$ cat config.mk
export PLATFORM = sky130hd
export DESIGN_NAME = format_string_integer_printer_flat
export DESIGN_NICKNAME = d
export VERILOG_FILES = /design/src/design/fsip_pkg.sv /design/src/design/fsip_in_if.sv /design/src/design/fsip_out_if.sv /design/src/design/fsip_dp.sv /design/src/design/fsip_ctrl.sv /design/src/design/format_string_integer_printer.sv /design/src/flat_wrapper.sv
export SDC_FILE = /design/constraint.sdc
export NUM_CORES = 1
export LEC_CHECK = 0
export BUFFER_PORTS_ARGS = -buffer_cell sky130_fd_sc_hd__buf_2
export CORE_UTILIZATION = 30
export CTS_BUF_LIST = sky130_fd_sc_hd__clkbuf_4 sky130_fd_sc_hd__clkbuf_8
export DETAILED_ROUTE_END_ITERATION = 16
export PLACE_DENSITY = 0.46
export SLEW_MARGIN = 20
export SYNTH_ARGS = -nofsm -noshare
export SYNTH_HDL_FRONTEND = slang
export SYNTH_SLANG_ARGS = --single-unit
$ cat constraint.sdc
create_clock -name clk -period 12.95 [get_ports clk]
set_clock_uncertainty 0.15 [all_clocks]
set_input_delay 1.9425 -clock clk [delete_from_list [all_inputs] [get_ports clk]]
set_output_delay 1.9425 -clock clk [all_outputs]
set_load 0.02 [all_outputs]
$ cat src/design/fsip_pkg.sv
package fsip_pkg;

  localparam int CharW     = 8;
  localparam int ArgW      = 64;
  localparam int WordW     = 32;
  localparam int NibW      = 4;
  localparam int NibCnt    = ArgW / NibW;
  localparam int NleftW    = $clog2(NibCnt + 1);
  localparam int DecDigits = 10;
  localparam int BcdW      = DecDigits * NibW;
  localparam int OctDigits = (WordW + 2) / 3;
  localparam int StepW     = $clog2(WordW);

  localparam logic [CharW-1:0] CHAR_NUL   = 8'h00;
  localparam logic [CharW-1:0] CHAR_PCT   = 8'h25;
  localparam logic [CharW-1:0] CHAR_MINUS = 8'h2d;
  localparam logic [CharW-1:0] CHAR_0     = 8'h30;
  localparam logic [CharW-1:0] CHAR_A_LC  = 8'h61;
  localparam logic [CharW-1:0] CHAR_C_LC  = 8'h63;
  localparam logic [CharW-1:0] CHAR_D_LC  = 8'h64;
  localparam logic [CharW-1:0] CHAR_O_LC  = 8'h6f;
  localparam logic [CharW-1:0] CHAR_P_LC  = 8'h70;
  localparam logic [CharW-1:0] CHAR_U_LC  = 8'h75;
  localparam logic [CharW-1:0] CHAR_X_LC  = 8'h78;

  typedef enum logic [3:0] {
    K_NUL, K_PCT, K_C, K_D, K_O, K_U, K_X, K_P, K_OTHER
  } kind_t;

  typedef enum logic [2:0] {
    SEL_CH, SEL_ARG, SEL_MINUS, SEL_ZERO, SEL_X, SEL_DIGIT
  } out_sel_t;

  typedef enum logic [1:0] {
    LD_HEX64, LD_HEX32, LD_OCT, LD_BCD
  } nib_src_t;

  typedef struct packed {
    logic     load_item;
    logic     dec_start;
    logic     dec_step;
    logic     nib_load;
    nib_src_t nib_src;
    logic     shift;
    logic     out_load;
    out_sel_t out_sel;
    logic     out_last;
  } cmd_t;

  typedef struct packed {
    kind_t kind;
    logic  neg;
    logic  top_zero;
    logic  nleft_one;
    logic  dec_done;
  } sts_t;

  function automatic logic [CharW-1:0] digit_char(input logic [NibW-1:0] d);
    logic [CharW-1:0] res;
    if (d < 4'd10) begin
      res = CHAR_0 + {4'b0, d};
    end else begin
      res = CHAR_A_LC + {4'b0, d} - 8'd10;
    end
    return res;
  endfunction

endpackage

$ cat src/design/fsip_in_if.sv
interface fsip_in_if;
  logic        valid;
  logic        ready;
  logic [7:0]  fmt_char;
  logic [63:0] arg_value;

  modport source (output valid, output fmt_char, output arg_value, input ready);
  modport sink (input valid, input fmt_char, input arg_value, output ready);
endinterface

$ cat src/design/fsip_out_if.sv
interface fsip_out_if;
  logic       valid;
  logic       ready;
  logic [7:0] out_char;
  logic       last;

  modport source (output valid, output out_char, output last, input ready);
  modport sink (input valid, input out_char, input last, output ready);
endinterface

$ cat src/design/fsip_dp.sv
module fsip_dp (
  input  logic                              clk,
  input  logic [fsip_pkg::CharW-1:0]        in_fmt_char,
  input  logic [fsip_pkg::ArgW-1:0]         in_arg_value,
  input  fsip_pkg::cmd_t                    cmd,
  output fsip_pkg::sts_t                    sts,
  output logic [fsip_pkg::CharW-1:0]        out_char,
  output logic                              out_last
);
  import fsip_pkg::*;

  logic [CharW-1:0]  ch_r;
  logic [ArgW-1:0]   arg_r;
  logic [WordW-1:0]  bin_r;
  logic [BcdW-1:0]   bcd_r;
  logic [StepW-1:0]  cnt_r;
  logic [ArgW-1:0]   nib_r;
  logic [NleftW-1:0] nleft_r;
  logic [CharW-1:0]  out_char_r;
  logic              out_last_r;

  logic [WordW-1:0]  w;
  logic [BcdW-1:0]   bcd_adj;
  logic [ArgW-1:0]   oct_nib;
  logic [WordW:0]    w_ext;
  logic [ArgW-1:0]   nib_nxt;
  logic [CharW-1:0]  char_nxt;
  kind_t             kind;

  assign w     = arg_r[WordW-1:0];
  assign w_ext = {1'b0, w};

  always_comb begin
    unique case (ch_r)
      CHAR_NUL:  kind = K_NUL;
      CHAR_PCT:  kind = K_PCT;
      CHAR_C_LC: kind = K_C;
      CHAR_D_LC: kind = K_D;
      CHAR_O_LC: kind = K_O;
      CHAR_U_LC: kind = K_U;
      CHAR_X_LC: kind = K_X;
      CHAR_P_LC: kind = K_P;
      default:   kind = K_OTHER;
    endcase
  end

  // double-dabble correction per bcd digit
  always_comb begin
    for (int i = 0; i < DecDigits; i++) begin
      if (bcd_r[i*NibW +: NibW] >= 4'd5) begin
        bcd_adj[i*NibW +: NibW] = bcd_r[i*NibW +: NibW] + 4'd3;
      end else begin
        bcd_adj[i*NibW +: NibW] = bcd_r[i*NibW +: NibW];
      end
    end
  end

  always_comb begin
    oct_nib = '0;
    for (int i = 0; i < OctDigits; i++) begin
      oct_nib[i*NibW +: NibW] = {1'b0, w_ext[i*3 +: 3]};
    end
  end

  always_comb begin
    unique case (cmd.nib_src)
      LD_HEX64: nib_nxt = arg_r;
      LD_HEX32: nib_nxt = {{(ArgW-WordW){1'b0}}, w};
      LD_OCT:   nib_nxt = oct_nib;
      LD_BCD:   nib_nxt = {{(ArgW-BcdW){1'b0}}, bcd_r};
    endcase
  end

  always_comb begin
    unique case (cmd.out_sel)
      SEL_CH:    char_nxt = ch_r;
      SEL_ARG:   char_nxt = arg_r[CharW-1:0];
      SEL_MINUS: char_nxt = CHAR_MINUS;
      SEL_ZERO:  char_nxt = CHAR_0;
      SEL_X:     char_nxt = CHAR_X_LC;
      SEL_DIGIT: char_nxt = digit_char(nib_r[ArgW-1 -: NibW]);
      default:   char_nxt = CHAR_0;
    endcase
  end

  always_ff @(posedge clk) begin
    if (cmd.load_item) begin
      ch_r  <= in_fmt_char;
      arg_r <= in_arg_value;
    end
    if (cmd.dec_start) begin
      bin_r <= (kind == K_D && w[WordW-1]) ? (~w + 1'b1) : w;
      bcd_r <= '0;
      cnt_r <= '0;
    end else if (cmd.dec_step) begin
      bcd_r <= {bcd_adj[BcdW-2:0], bin_r[WordW-1]};
      bin_r <= {bin_r[WordW-2:0], 1'b0};
      cnt_r <= cnt_r + 1'b1;
    end
    if (cmd.nib_load) begin
      nib_r   <= nib_nxt;
      nleft_r <= NleftW'(NibCnt);
    end else if (cmd.shift) begin
      nib_r   <= {nib_r[ArgW-NibW-1:0], {NibW{1'b0}}};
      nleft_r <= nleft_r - 1'b1;
    end
    if (cmd.out_load) begin
      out_char_r <= char_nxt;
      out_last_r <= cmd.out_last;
    end
  end

  assign sts.kind      = kind;
  assign sts.neg       = w[WordW-1];
  assign sts.top_zero  = (nib_r[ArgW-1 -: NibW] == '0);
  assign sts.nleft_one = (nleft_r == NleftW'(1));
  assign sts.dec_done  = (cnt_r == StepW'(WordW - 1));

  assign out_char = out_char_r;
  assign out_last = out_last_r;

endmodule

$ cat src/design/fsip_ctrl.sv
module fsip_ctrl (
  input  logic            clk,
  input  logic            rst_n,
  input  logic            in_valid,
  output logic            in_ready,
  output logic            out_valid,
  input  logic            out_ready,
  input  fsip_pkg::sts_t  sts,
  output fsip_pkg::cmd_t  cmd
);
  import fsip_pkg::*;

  typedef enum logic [3:0] {
    S_IDLE, S_DISPATCH, S_MINUS, S_DEC, S_BCD, S_ZERO, S_XCHR, S_SKIP, S_EMIT
  } state_t;

  state_t state_r, state_nxt;
  logic   pending_r, pending_nxt;
  logic   out_valid_r, out_valid_nxt;
  logic   out_free;
  logic   in_acc;

  assign in_ready = (state_r == S_IDLE);
  assign in_acc   = in_valid && in_ready;
  assign out_free = !out_valid_r || out_ready;

  always_comb begin
    cmd         = '0;
    state_nxt   = state_r;
    pending_nxt = pending_r;
    unique case (state_r)
      S_IDLE: begin
        if (in_valid) begin
          cmd.load_item = 1'b1;
          state_nxt     = S_DISPATCH;
        end
      end
      S_DISPATCH: begin
        if (!pending_r) begin
          priority if (sts.kind == K_PCT) begin
            pending_nxt = 1'b1;
            state_nxt   = S_IDLE;
          end else if (sts.kind == K_NUL) begin
            state_nxt = S_IDLE;
          end else begin
            if (out_free) begin
              cmd.out_load = 1'b1;
              cmd.out_sel  = SEL_CH;
              cmd.out_last = 1'b1;
              state_nxt    = S_IDLE;
            end
          end
        end else begin
          unique case (sts.kind)
            K_C: begin
              if (out_free) begin
                cmd.out_load = 1'b1;
                cmd.out_sel  = SEL_ARG;
                cmd.out_last = 1'b1;
                pending_nxt  = 1'b0;
                state_nxt    = S_IDLE;
              end
            end
            K_D: begin
              cmd.dec_start = 1'b1;
              pending_nxt   = 1'b0;
              state_nxt     = sts.neg ? S_MINUS : S_DEC;
            end
            K_U: begin
              cmd.dec_start = 1'b1;
              pending_nxt   = 1'b0;
              state_nxt     = S_DEC;
            end
            K_O: begin
              cmd.nib_load = 1'b1;
              cmd.nib_src  = LD_OCT;
              pending_nxt  = 1'b0;
              state_nxt    = S_SKIP;
            end
            K_X: begin
              cmd.nib_load = 1'b1;
              cmd.nib_src  = LD_HEX32;
              pending_nxt  = 1'b0;
              state_nxt    = S_SKIP;
            end
            K_P: begin
              cmd.nib_load = 1'b1;
              cmd.nib_src  = LD_HEX64;
              pending_nxt  = 1'b0;
              state_nxt    = S_ZERO;
            end
            default: begin
              pending_nxt = 1'b0;
              state_nxt   = S_IDLE;
            end
          endcase
        end
      end
      S_MINUS: begin
        if (out_free) begin
          cmd.out_load = 1'b1;
          cmd.out_sel  = SEL_MINUS;
          state_nxt    = S_DEC;
        end
      end
      S_DEC: begin
        cmd.dec_step = 1'b1;
        if (sts.dec_done) begin
          state_nxt = S_BCD;
        end
      end
      S_BCD: begin
        cmd.nib_load = 1'b1;
        cmd.nib_src  = LD_BCD;
        state_nxt    = S_SKIP;
      end
      S_ZERO: begin
        if (out_free) begin
          cmd.out_load = 1'b1;
          cmd.out_sel  = SEL_ZERO;
          state_nxt    = S_XCHR;
        end
      end
      S_XCHR: begin
        if (out_free) begin
          cmd.out_load = 1'b1;
          cmd.out_sel  = SEL_X;
          state_nxt    = S_SKIP;
        end
      end
      S_SKIP: begin
        if (sts.top_zero && !sts.nleft_one) begin
          cmd.shift = 1'b1;
        end else begin
          state_nxt = S_EMIT;
        end
      end
      S_EMIT: begin
        if (out_free) begin
          cmd.out_load = 1'b1;
          cmd.out_sel  = SEL_DIGIT;
          cmd.out_last = sts.nleft_one;
          cmd.shift    = 1'b1;
          if (sts.nleft_one) begin
            state_nxt = S_IDLE;
          end
        end
      end
    endcase
  end

  always_comb begin
    if (cmd.out_load) begin
      out_valid_nxt = 1'b1;
    end else if (out_ready) begin
      out_valid_nxt = 1'b0;
    end else begin
      out_valid_nxt = out_valid_r;
    end
  end

  always_ff @(posedge clk) begin
    if (!rst_n) begin
      state_r     <= S_IDLE;
      pending_r   <= 1'b0;
      out_valid_r <= 1'b0;
    end else begin
      state_r     <= state_nxt;
      pending_r   <= pending_nxt;
      out_valid_r <= out_valid_nxt;
    end
  end

  assign out_valid = out_valid_r;

  a_acc_dispatch: assert property (@(posedge clk) disable iff (!rst_n)
    in_acc |=> state_r == S_DISPATCH)
    else $error("accepted item not dispatched");

  a_dec_runs: assert property (@(posedge clk) disable iff (!rst_n)
    state_r == S_DEC && !sts.dec_done |=> state_r == S_DEC)
    else $error("decimal conversion cut short");

  a_pending_src: assert property (@(posedge clk) disable iff (!rst_n)
    $rose(pending_r) |-> $past(state_r) == S_DISPATCH && $past(sts.kind) == K_PCT)
    else $error("pending flag set without percent");

endmodule

$ cat src/design/format_string_integer_printer.sv
// Integer printf engine: each input item is one format byte with an argument word.
// Plain bytes pass through, a percent arms the next byte as a conversion (c, d, o, u,
// x, p); unknown conversions and NUL emit nothing. Output bytes leave one per cycle
// while the receiver is ready, through a registered output stage, and last marks the
// final byte of an item. Items are handled one at a time: the input is not ready again
// until an item is done. %x and %o run a 16-nibble scan that skips leading zeros one
// per cycle, then print; %p does the same after its 0x prefix; %u and %d first run the
// shift-and-add-3 binary to BCD loop, and a negative %d first prints a minus sign.
// Output back-pressure can stall any item.
module format_string_integer_printer (
  input  logic        clk,
  input  logic        rst_n,
  fsip_in_if.sink     in_chan,
  fsip_out_if.source  out_chan
);
  import fsip_pkg::*;

  cmd_t cmd;
  sts_t sts;

  fsip_ctrl u_ctrl (
    .clk       (clk),
    .rst_n     (rst_n),
    .in_valid  (in_chan.valid),
    .in_ready  (in_chan.ready),
    .out_valid (out_chan.valid),
    .out_ready (out_chan.ready),
    .sts       (sts),
    .cmd       (cmd)
  );

  fsip_dp u_dp (
    .clk          (clk),
    .in_fmt_char  (in_chan.fmt_char),
    .in_arg_value (in_chan.arg_value),
    .cmd          (cmd),
    .sts          (sts),
    .out_char     (out_chan.out_char),
    .out_last     (out_chan.last)
  );

endmodule
$ cat src/flat_wrapper.sv
// flat-port wrapper written by rule: the top's interface ports become plain ports
module format_string_integer_printer_flat import fsip_pkg::*;
  (clk, rst_n, in_chan_valid, in_chan_fmt_char, in_chan_arg_value, in_chan_ready, out_chan_valid, out_chan_out_char, out_chan_last, out_chan_ready);
  fsip_in_if in_chan_i ();
  fsip_out_if out_chan_i ();
  input  logic clk;
  input  logic rst_n;
  input wire logic [$bits(in_chan_i.valid)-1:0] in_chan_valid;
  input wire logic [$bits(in_chan_i.fmt_char)-1:0] in_chan_fmt_char;
  input wire logic [$bits(in_chan_i.arg_value)-1:0] in_chan_arg_value;
  output wire logic [$bits(in_chan_i.ready)-1:0] in_chan_ready;
  output wire logic [$bits(out_chan_i.valid)-1:0] out_chan_valid;
  output wire logic [$bits(out_chan_i.out_char)-1:0] out_chan_out_char;
  output wire logic [$bits(out_chan_i.last)-1:0] out_chan_last;
  input wire logic [$bits(out_chan_i.ready)-1:0] out_chan_ready;
  assign in_chan_i.valid = in_chan_valid;
  assign in_chan_i.fmt_char = in_chan_fmt_char;
  assign in_chan_i.arg_value = in_chan_arg_value;
  assign in_chan_ready = in_chan_i.ready;
  assign out_chan_valid = out_chan_i.valid;
  assign out_chan_out_char = out_chan_i.out_char;
  assign out_chan_last = out_chan_i.last;
  assign out_chan_i.ready = out_chan_ready;
  format_string_integer_printer u_core (.clk(clk), .rst_n(rst_n), .in_chan(in_chan_i), .out_chan(out_chan_i));
endmodule
======== Yosys cells after proc, flatten, opt, wreduce, memory -nomap -nowiden ========
Index checks and enable logic that the tools add are counted.
Widths: inputs -> output; s select.
operators by class
  multiply operators ...................... 0
  reductions and logical operators ........ 17
  add/subtract/negate cells ............... 16
  shift operators ......................... 0
  mux-type cells .......................... 63
  div/mod/pow operators ................... 0
  bitwise operators ....................... 1
  $lt $le $gt $ge ......................... 11
  eq/ne operators ......................... 39
operators with widths
  cell                   count
  $pmux 64 s4            1
  $mux 64                2
  $mux 32                3
  $mux 4                 24
  $eq 8x7->1 const B     6
  $ge 4x3->1 const B     10
  $pmux 4 s5             2
  $pmux 8 s5             1
  $add 4x2->4 const B    9
  $pmux 4 s9             1
  $add 32x1->32 const B  1
  $eq 4x3->1 const B     8
  $not 32->32            1
  $pmux 4 s8             1
  $mux 5                 6
  $eq 4x2->1 const B     4
  $mux 1                 14
  $ne 2x2->1 const B     7
  $logic_not 4->1        3
  $pmux 3 s3             1
  $add 7x4->8 const A    1
  $eq 4x1->1 const B     2
  $eq 8x6->1 const B     1
  $logic_not 8->1        1
  other kinds (28)       37
storage, ports and cells
  output and inout port bits .............. 11
  ROM bits ................................ 0
  bits in registers ....................... 233
  bits in writable memories ............... 0
  bits in latches ......................... 0
  memories ................................ 0
  input port bits ......................... 76

======== Logic depth before layout (Yosys ltp) ========
  depth in word-level cells ............... 9
  mapped depth ............................ 10

======== Cells and area by module ========
From an unflattened synthesis, not the netlist that was laid out.
second synthesis, totals
  cell total of the unflattened synthesis .. 1,122
  area total of the unflattened synthesis .. 11,773.8 sq um
modules (own cells, without submodules)
  module     cells each  times used  seq. area each (sq um)  area an instance (sq um)
  fsip_dp    1,017       1           6,316.1                 10,994.3
  fsip_ctrl  105         1           120.1                   779.5

======== Worst setup path after synthesis ========
OpenSTA, ideal clock, no wires.
  path kind ............................... input -> register
  from .................................... input out_chan_ready
  to ...................................... register u_core.u_dp.nib_r[0] (enable)
  path buffers ............................ 1
  cell stages on the path ................. 4
  arrival ................................. 3.946 ns
  slack ................................... 8.002 ns
  data required time ...................... 11.948 ns
  path through ............................ nor2b_1 clkbuf_1 or3_4 nand3_1
between the ends
  cells in the longest elaborated chain, start to end .. 4
RTL lines
  element                      RTL line            text
  start: declaration           flat_wrapper.sv:15  input wire logic [$bits(out_chan_i.ready)-1:0] out_chan_ready;
  $logic_or 1x1->1             fsip_ctrl.sv:25     assign out_free = !out_valid_r || out_ready;
  $mux 6                       fsip_ctrl.sv:139    if (out_free) begin
  $pmux 1 s2                   fsip_ctrl.sv:31     unique case (state_r)
  $reduce_bool 2->1 (no line)  n/a
  end signal: assignment       fsip_dp.sv:101      nib_r <= nib_nxt;
  end signal: assignment       fsip_dp.sv:104      nib_r <= {nib_r[ArgW-NibW-1:0], {NibW{1'b0}}};
  end: declaration             fsip_dp.sv:17       logic [ArgW-1:0] nib_r;
No other way between the ends.
A chain may end at the register's enable or synchronous reset.

======== Final worst setup path ========
  from .................................... register u_core.u_ctrl.state_r[0]
  to ...................................... output in_chan_ready
between the ends
  cells in the longest elaborated chain, start to end .. 1
RTL lines
  element                   RTL line            text
  start: declaration        fsip_ctrl.sv:17     state_t state_r, state_nxt;
  start signal: assignment  fsip_ctrl.sv:168    state_r <= state_nxt;
  $logic_not 4->1           fsip_ctrl.sv:23     assign in_ready = (state_r == S_IDLE);
  end: declaration          flat_wrapper.sv:11  output wire logic [$bits(in_chan_i.ready)-1:0] in_chan_ready;
No other way between the ends.

==> flow_summary.json <==
{
  "placed_cell_area_mm2": 0.01222,
  "diodes": 0,
  "synth_area_per_cell_um2": 10.76,
  "core_mm2": 0.03687,
  "grt_pass1_vias": 8023,
  "synth_top_area_frac": 0.4695,
  "grt_pass1_wl_um": 47550,
  "synth_fp_nets": 1155,
  "rows": 70,
  "max-slew-margin-rel": 0.2980,
  "io_buffers": 86,
  "clk_pin_slew_ps": 60,
  "wirelength_um": 30630,
  "finalWorstSetupSlack_ps": 8905,
  "track_usage": 0.1600,
  "dieHeight_um": 196.3,
  "synth_top_cell_by_area": "edfxtp_1",
  "stdcell_area_mm2": 0.01308,
  "layout-drive-gt1-share": 0.1741,
  "tns_ps": 0,
  "synth-seq-cells": 233,
  "yosysUniqueCellTypes": 71,
  "setup_viol": 0,
  "overflow": 0,
  "synth-async-reset-ratio": 0,
  "clockRootBuffer": "clkbuf_8",
  "fillers": 3706,
  "syn2layout_area_growth_pct": 15.52,
  "ios": 87,
  "p_leak_nw": 4.727,
  "drt_iter0_drc": 824,
  "initial_utilization": 0.3070,
  "num_vias": 8447,
  "hold_path_class": "flop to flop",
  "cts_buffers": 42,
  "worstRegToRegCells": 6,
  "synthCells": 1052,
  "slew_violations": 0,
  "final_nets": 1235,
  "antenna_found_initial": 0,
  "synthTopCellsByArea": "edfxtp_1 (47%), dfxtp_1 (9.9%), o21ai_0 (4.5%)",
  "worstSetupEndpoint": "in_chan_ready",
  "r2r_slack_ps": 9210,
  "critPathKind": "flop to output pin",
  "required_ps": 10860,
  "r2r_start": "u_core.u_ctrl.state_r[0]$_SDFFE_PN0P_",
  "cts_tree": "built",
  "crit_path_start_kind": "flop",
  "tightestPinTransition_ps": 1053,
  "end_kind": "output pin",
  "remaining_drc_errors": 0,
  "dieWidth_um": 196.3,
  "post_cts.repair.setup_buffers": 0,
  "syn_area_mm2": 0.01132,
  "clock_path_buffers": 3,
  "grt_start_max_net_pins": 84,
  "rsz0062_at_grt": "no",
  "holdWs_ps": 307.6,
  "design.die.area_mm2": 0.03852,
  "powerDensity_mw_per_mm2": 124.7,
  "cts_resized": 0,
  "arrival_ps": 1950,
  "vias_per_cell": 5.058,
  "ant_nets": 0,
  "max_freq_mhz": 247.2,
  "firstDrtPassIters": 5,
  "max-vdd-ir-drop_mv": 0.08384,
  "synth-edff-count": 177,
  "finalCritPeriodShare": 0.3124,
  "insertion_delay_ps": 580,
  "dp_slack_ps": 8599,
  "critPathLaunch": "u_core.u_ctrl.state_r[0]$_SDFFE_PN0P_",
  "routedWlPerCell_um": 18.34,
  "status": "complete, no violations",
  "critical_path_peak_fanout": 20,
  "cap_viol_max_count": 0,
  "hold_viol": 0,
  "hpwl_um": 20130,
  "period_minus_slack_ps": 4045,
  "clock-sinks": 233,
  "synth_flop_cell": "edfxtp_1",
  "seq_area_frac_synth": 0.5685,
  "yosysWarnings": 0,
  "power_w": 0.001631,
  "cts_max_level": 2,
  "holdBufCountCts": 0,
  "globalplace.congestion": 0.7981,
  "reg2reg_to": "u_core.u_dp.nib_r[30]$_DFFE_PP_"
}
power by group:
group / total [W] / switching [W] / leakage (nW) / internal, W
logic: 0.0000621 / 0.0000369 / 2.16 / 0.0000251
registers: 0.000853 / 0.0000289 / 2.10 / 0.000824
clock network: 0.000716 / 0.000320 / 0.467 / 0.000396
total: 0.00163 / 0.000385 / 4.73 / 0.00125
worst max-delay path, cell delays in order (launching register included):
cell	delay, ps
dfxtp_1	520
nor4_1	590
buf_2	260
how the worst min path moves through the flow:
stage / start / endpoint / depth (start not counted)
after floorplan: u_core.u_dp.cnt_r[4]$_SDFFE_PP0P_ / u_core.u_dp.cnt_r[4]$_SDFFE_PP0P_ / 2
after global placement: u_core.u_dp.cnt_r[4]$_SDFFE_PP0P_ / u_core.u_dp.cnt_r[4]$_SDFFE_PP0P_ / 2
after detailed placement: u_core.u_dp.cnt_r[4]$_SDFFE_PP0P_ / u_core.u_dp.cnt_r[4]$_SDFFE_PP0P_ / 2
after CTS: u_core.u_dp.cnt_r[4]$_SDFFE_PP0P_ / u_core.u_dp.cnt_r[4]$_SDFFE_PP0P_ / 2
after global routing: u_core.u_dp.cnt_r[4]$_SDFFE_PP0P_ / u_core.u_dp.cnt_r[4]$_SDFFE_PP0P_ / 2
final: u_core.u_dp.cnt_r[4]$_SDFFE_PP0P_ / u_core.u_dp.cnt_r[4]$_SDFFE_PP0P_ / 2
cells in the mapped netlist (5+ instances only):
master    instances
edfxtp_1        177
nand2_1         107
o21ai_0         102
a21oi_1          87
nor2_1           60
dfxtp_1          56
o22ai_1          46
nand3_1          42
clkbuf_1         40
inv_1            36
xor2_1           34
ha_1             27
xnor2_1          25
a22o_1           23
o31ai_1          18
buf_2            15
nand2b_1         15
nor3_1           12
a31oi_1          10
o211ai_1         10
and2_1            5
and3_1            5
nand4_1           5
nor4_1            5
o21ai_1           5
o22ai_2           5
cells in the final DEF, fill, tap and decap left out, types with 10 or more instances in the layout:
master    synthesis  routed
xnor2_1          25      25
xor2_1           34      34
nor3_1           12      12
o211ai_1         10      10
nand2b_1         15      15
buf_2            15      86
inv_1            36      36
edfxtp_1        177     177
a31oi_1          10      10
buf_4             2      12
nand3_1          42      40
nor2_1           60      58
o22ai_1          46      46
ha_1             27      27
dfxtp_1          56      56
a21oi_1          87      87
o31ai_1          18      18
clkbuf_8          0      46
a22o_1           23      23
o21ai_0         102     102
nand2_1         107     107
clkbuf_4          0      23
cell families (layout without fill, tap and decap cells):
| kind of cell | after synthesis | in the layout | synth area share |
|---|---|---|---|
| simple gates | 290 | 290 | 0.1259 |
| buf+inv | 98 | 212 | 0.03680 |
| flops | 233 | 233 | 0.5685 |
| fa+ha+maj | 27 | 27 | 0.02984 |
| mux | 4 | 4 | 0.003537 |
| xor+xnor | 59 | 59 | 0.04565 |
| compound gates | 341 | 341 | 0.1898 |
layer usage:
metal  vias to the layer above  share of wire  track usage
li1                       4086              -            -
met1                      4118           0.48       0.2327
met2                       202           0.45       0.2442
met3                        41          0.051      0.02579
met4                         0          0.017      0.04456
met5                         -              0            0
cell type report:
type	instances	area (µm²)	share of cell area
Tap cell	504	630.6	0.04822
Clock buffer	69	805.8	0.06162
Sequential cell	233	6436	0.4922
Clock inverter	9	56.30	0.004305
Multi-Input combinational cell	721	4493	0.3436
Timing Repair Buffer	98	520.5	0.03980
Inverter	36	135.1	0.01033
state kept, by name, summed over array words and instances (netlist names):
name                     cells
u_core.u_ctrl.pending_r      1
u_core.u_dp.out_char         8
u_core.u_dp.ch_r             8
u_core.u_dp.out_last         1
u_core.u_dp.nib_r           64
u_core.u_dp.cnt_r            5
u_core.u_dp.nleft_r          5
u_core.u_dp.bcd_r           40
u_core.u_ctrl.state_r        4
u_core.u_dp.arg_r           64
u_core.u_ctrl.out_valid      1
u_core.u_dp.bin_r           32
stage by stage:
step	instances	utilization
5_1_grt	1670	0.3547
2_1_floorplan	1052	-
4_1_cts	1670	0.3547
6_report	1670	0.3547
3_3_place_gp	1592	0.3313
3_5_place_dp	1592	0.3313
(Power assumes the default switching activity.)
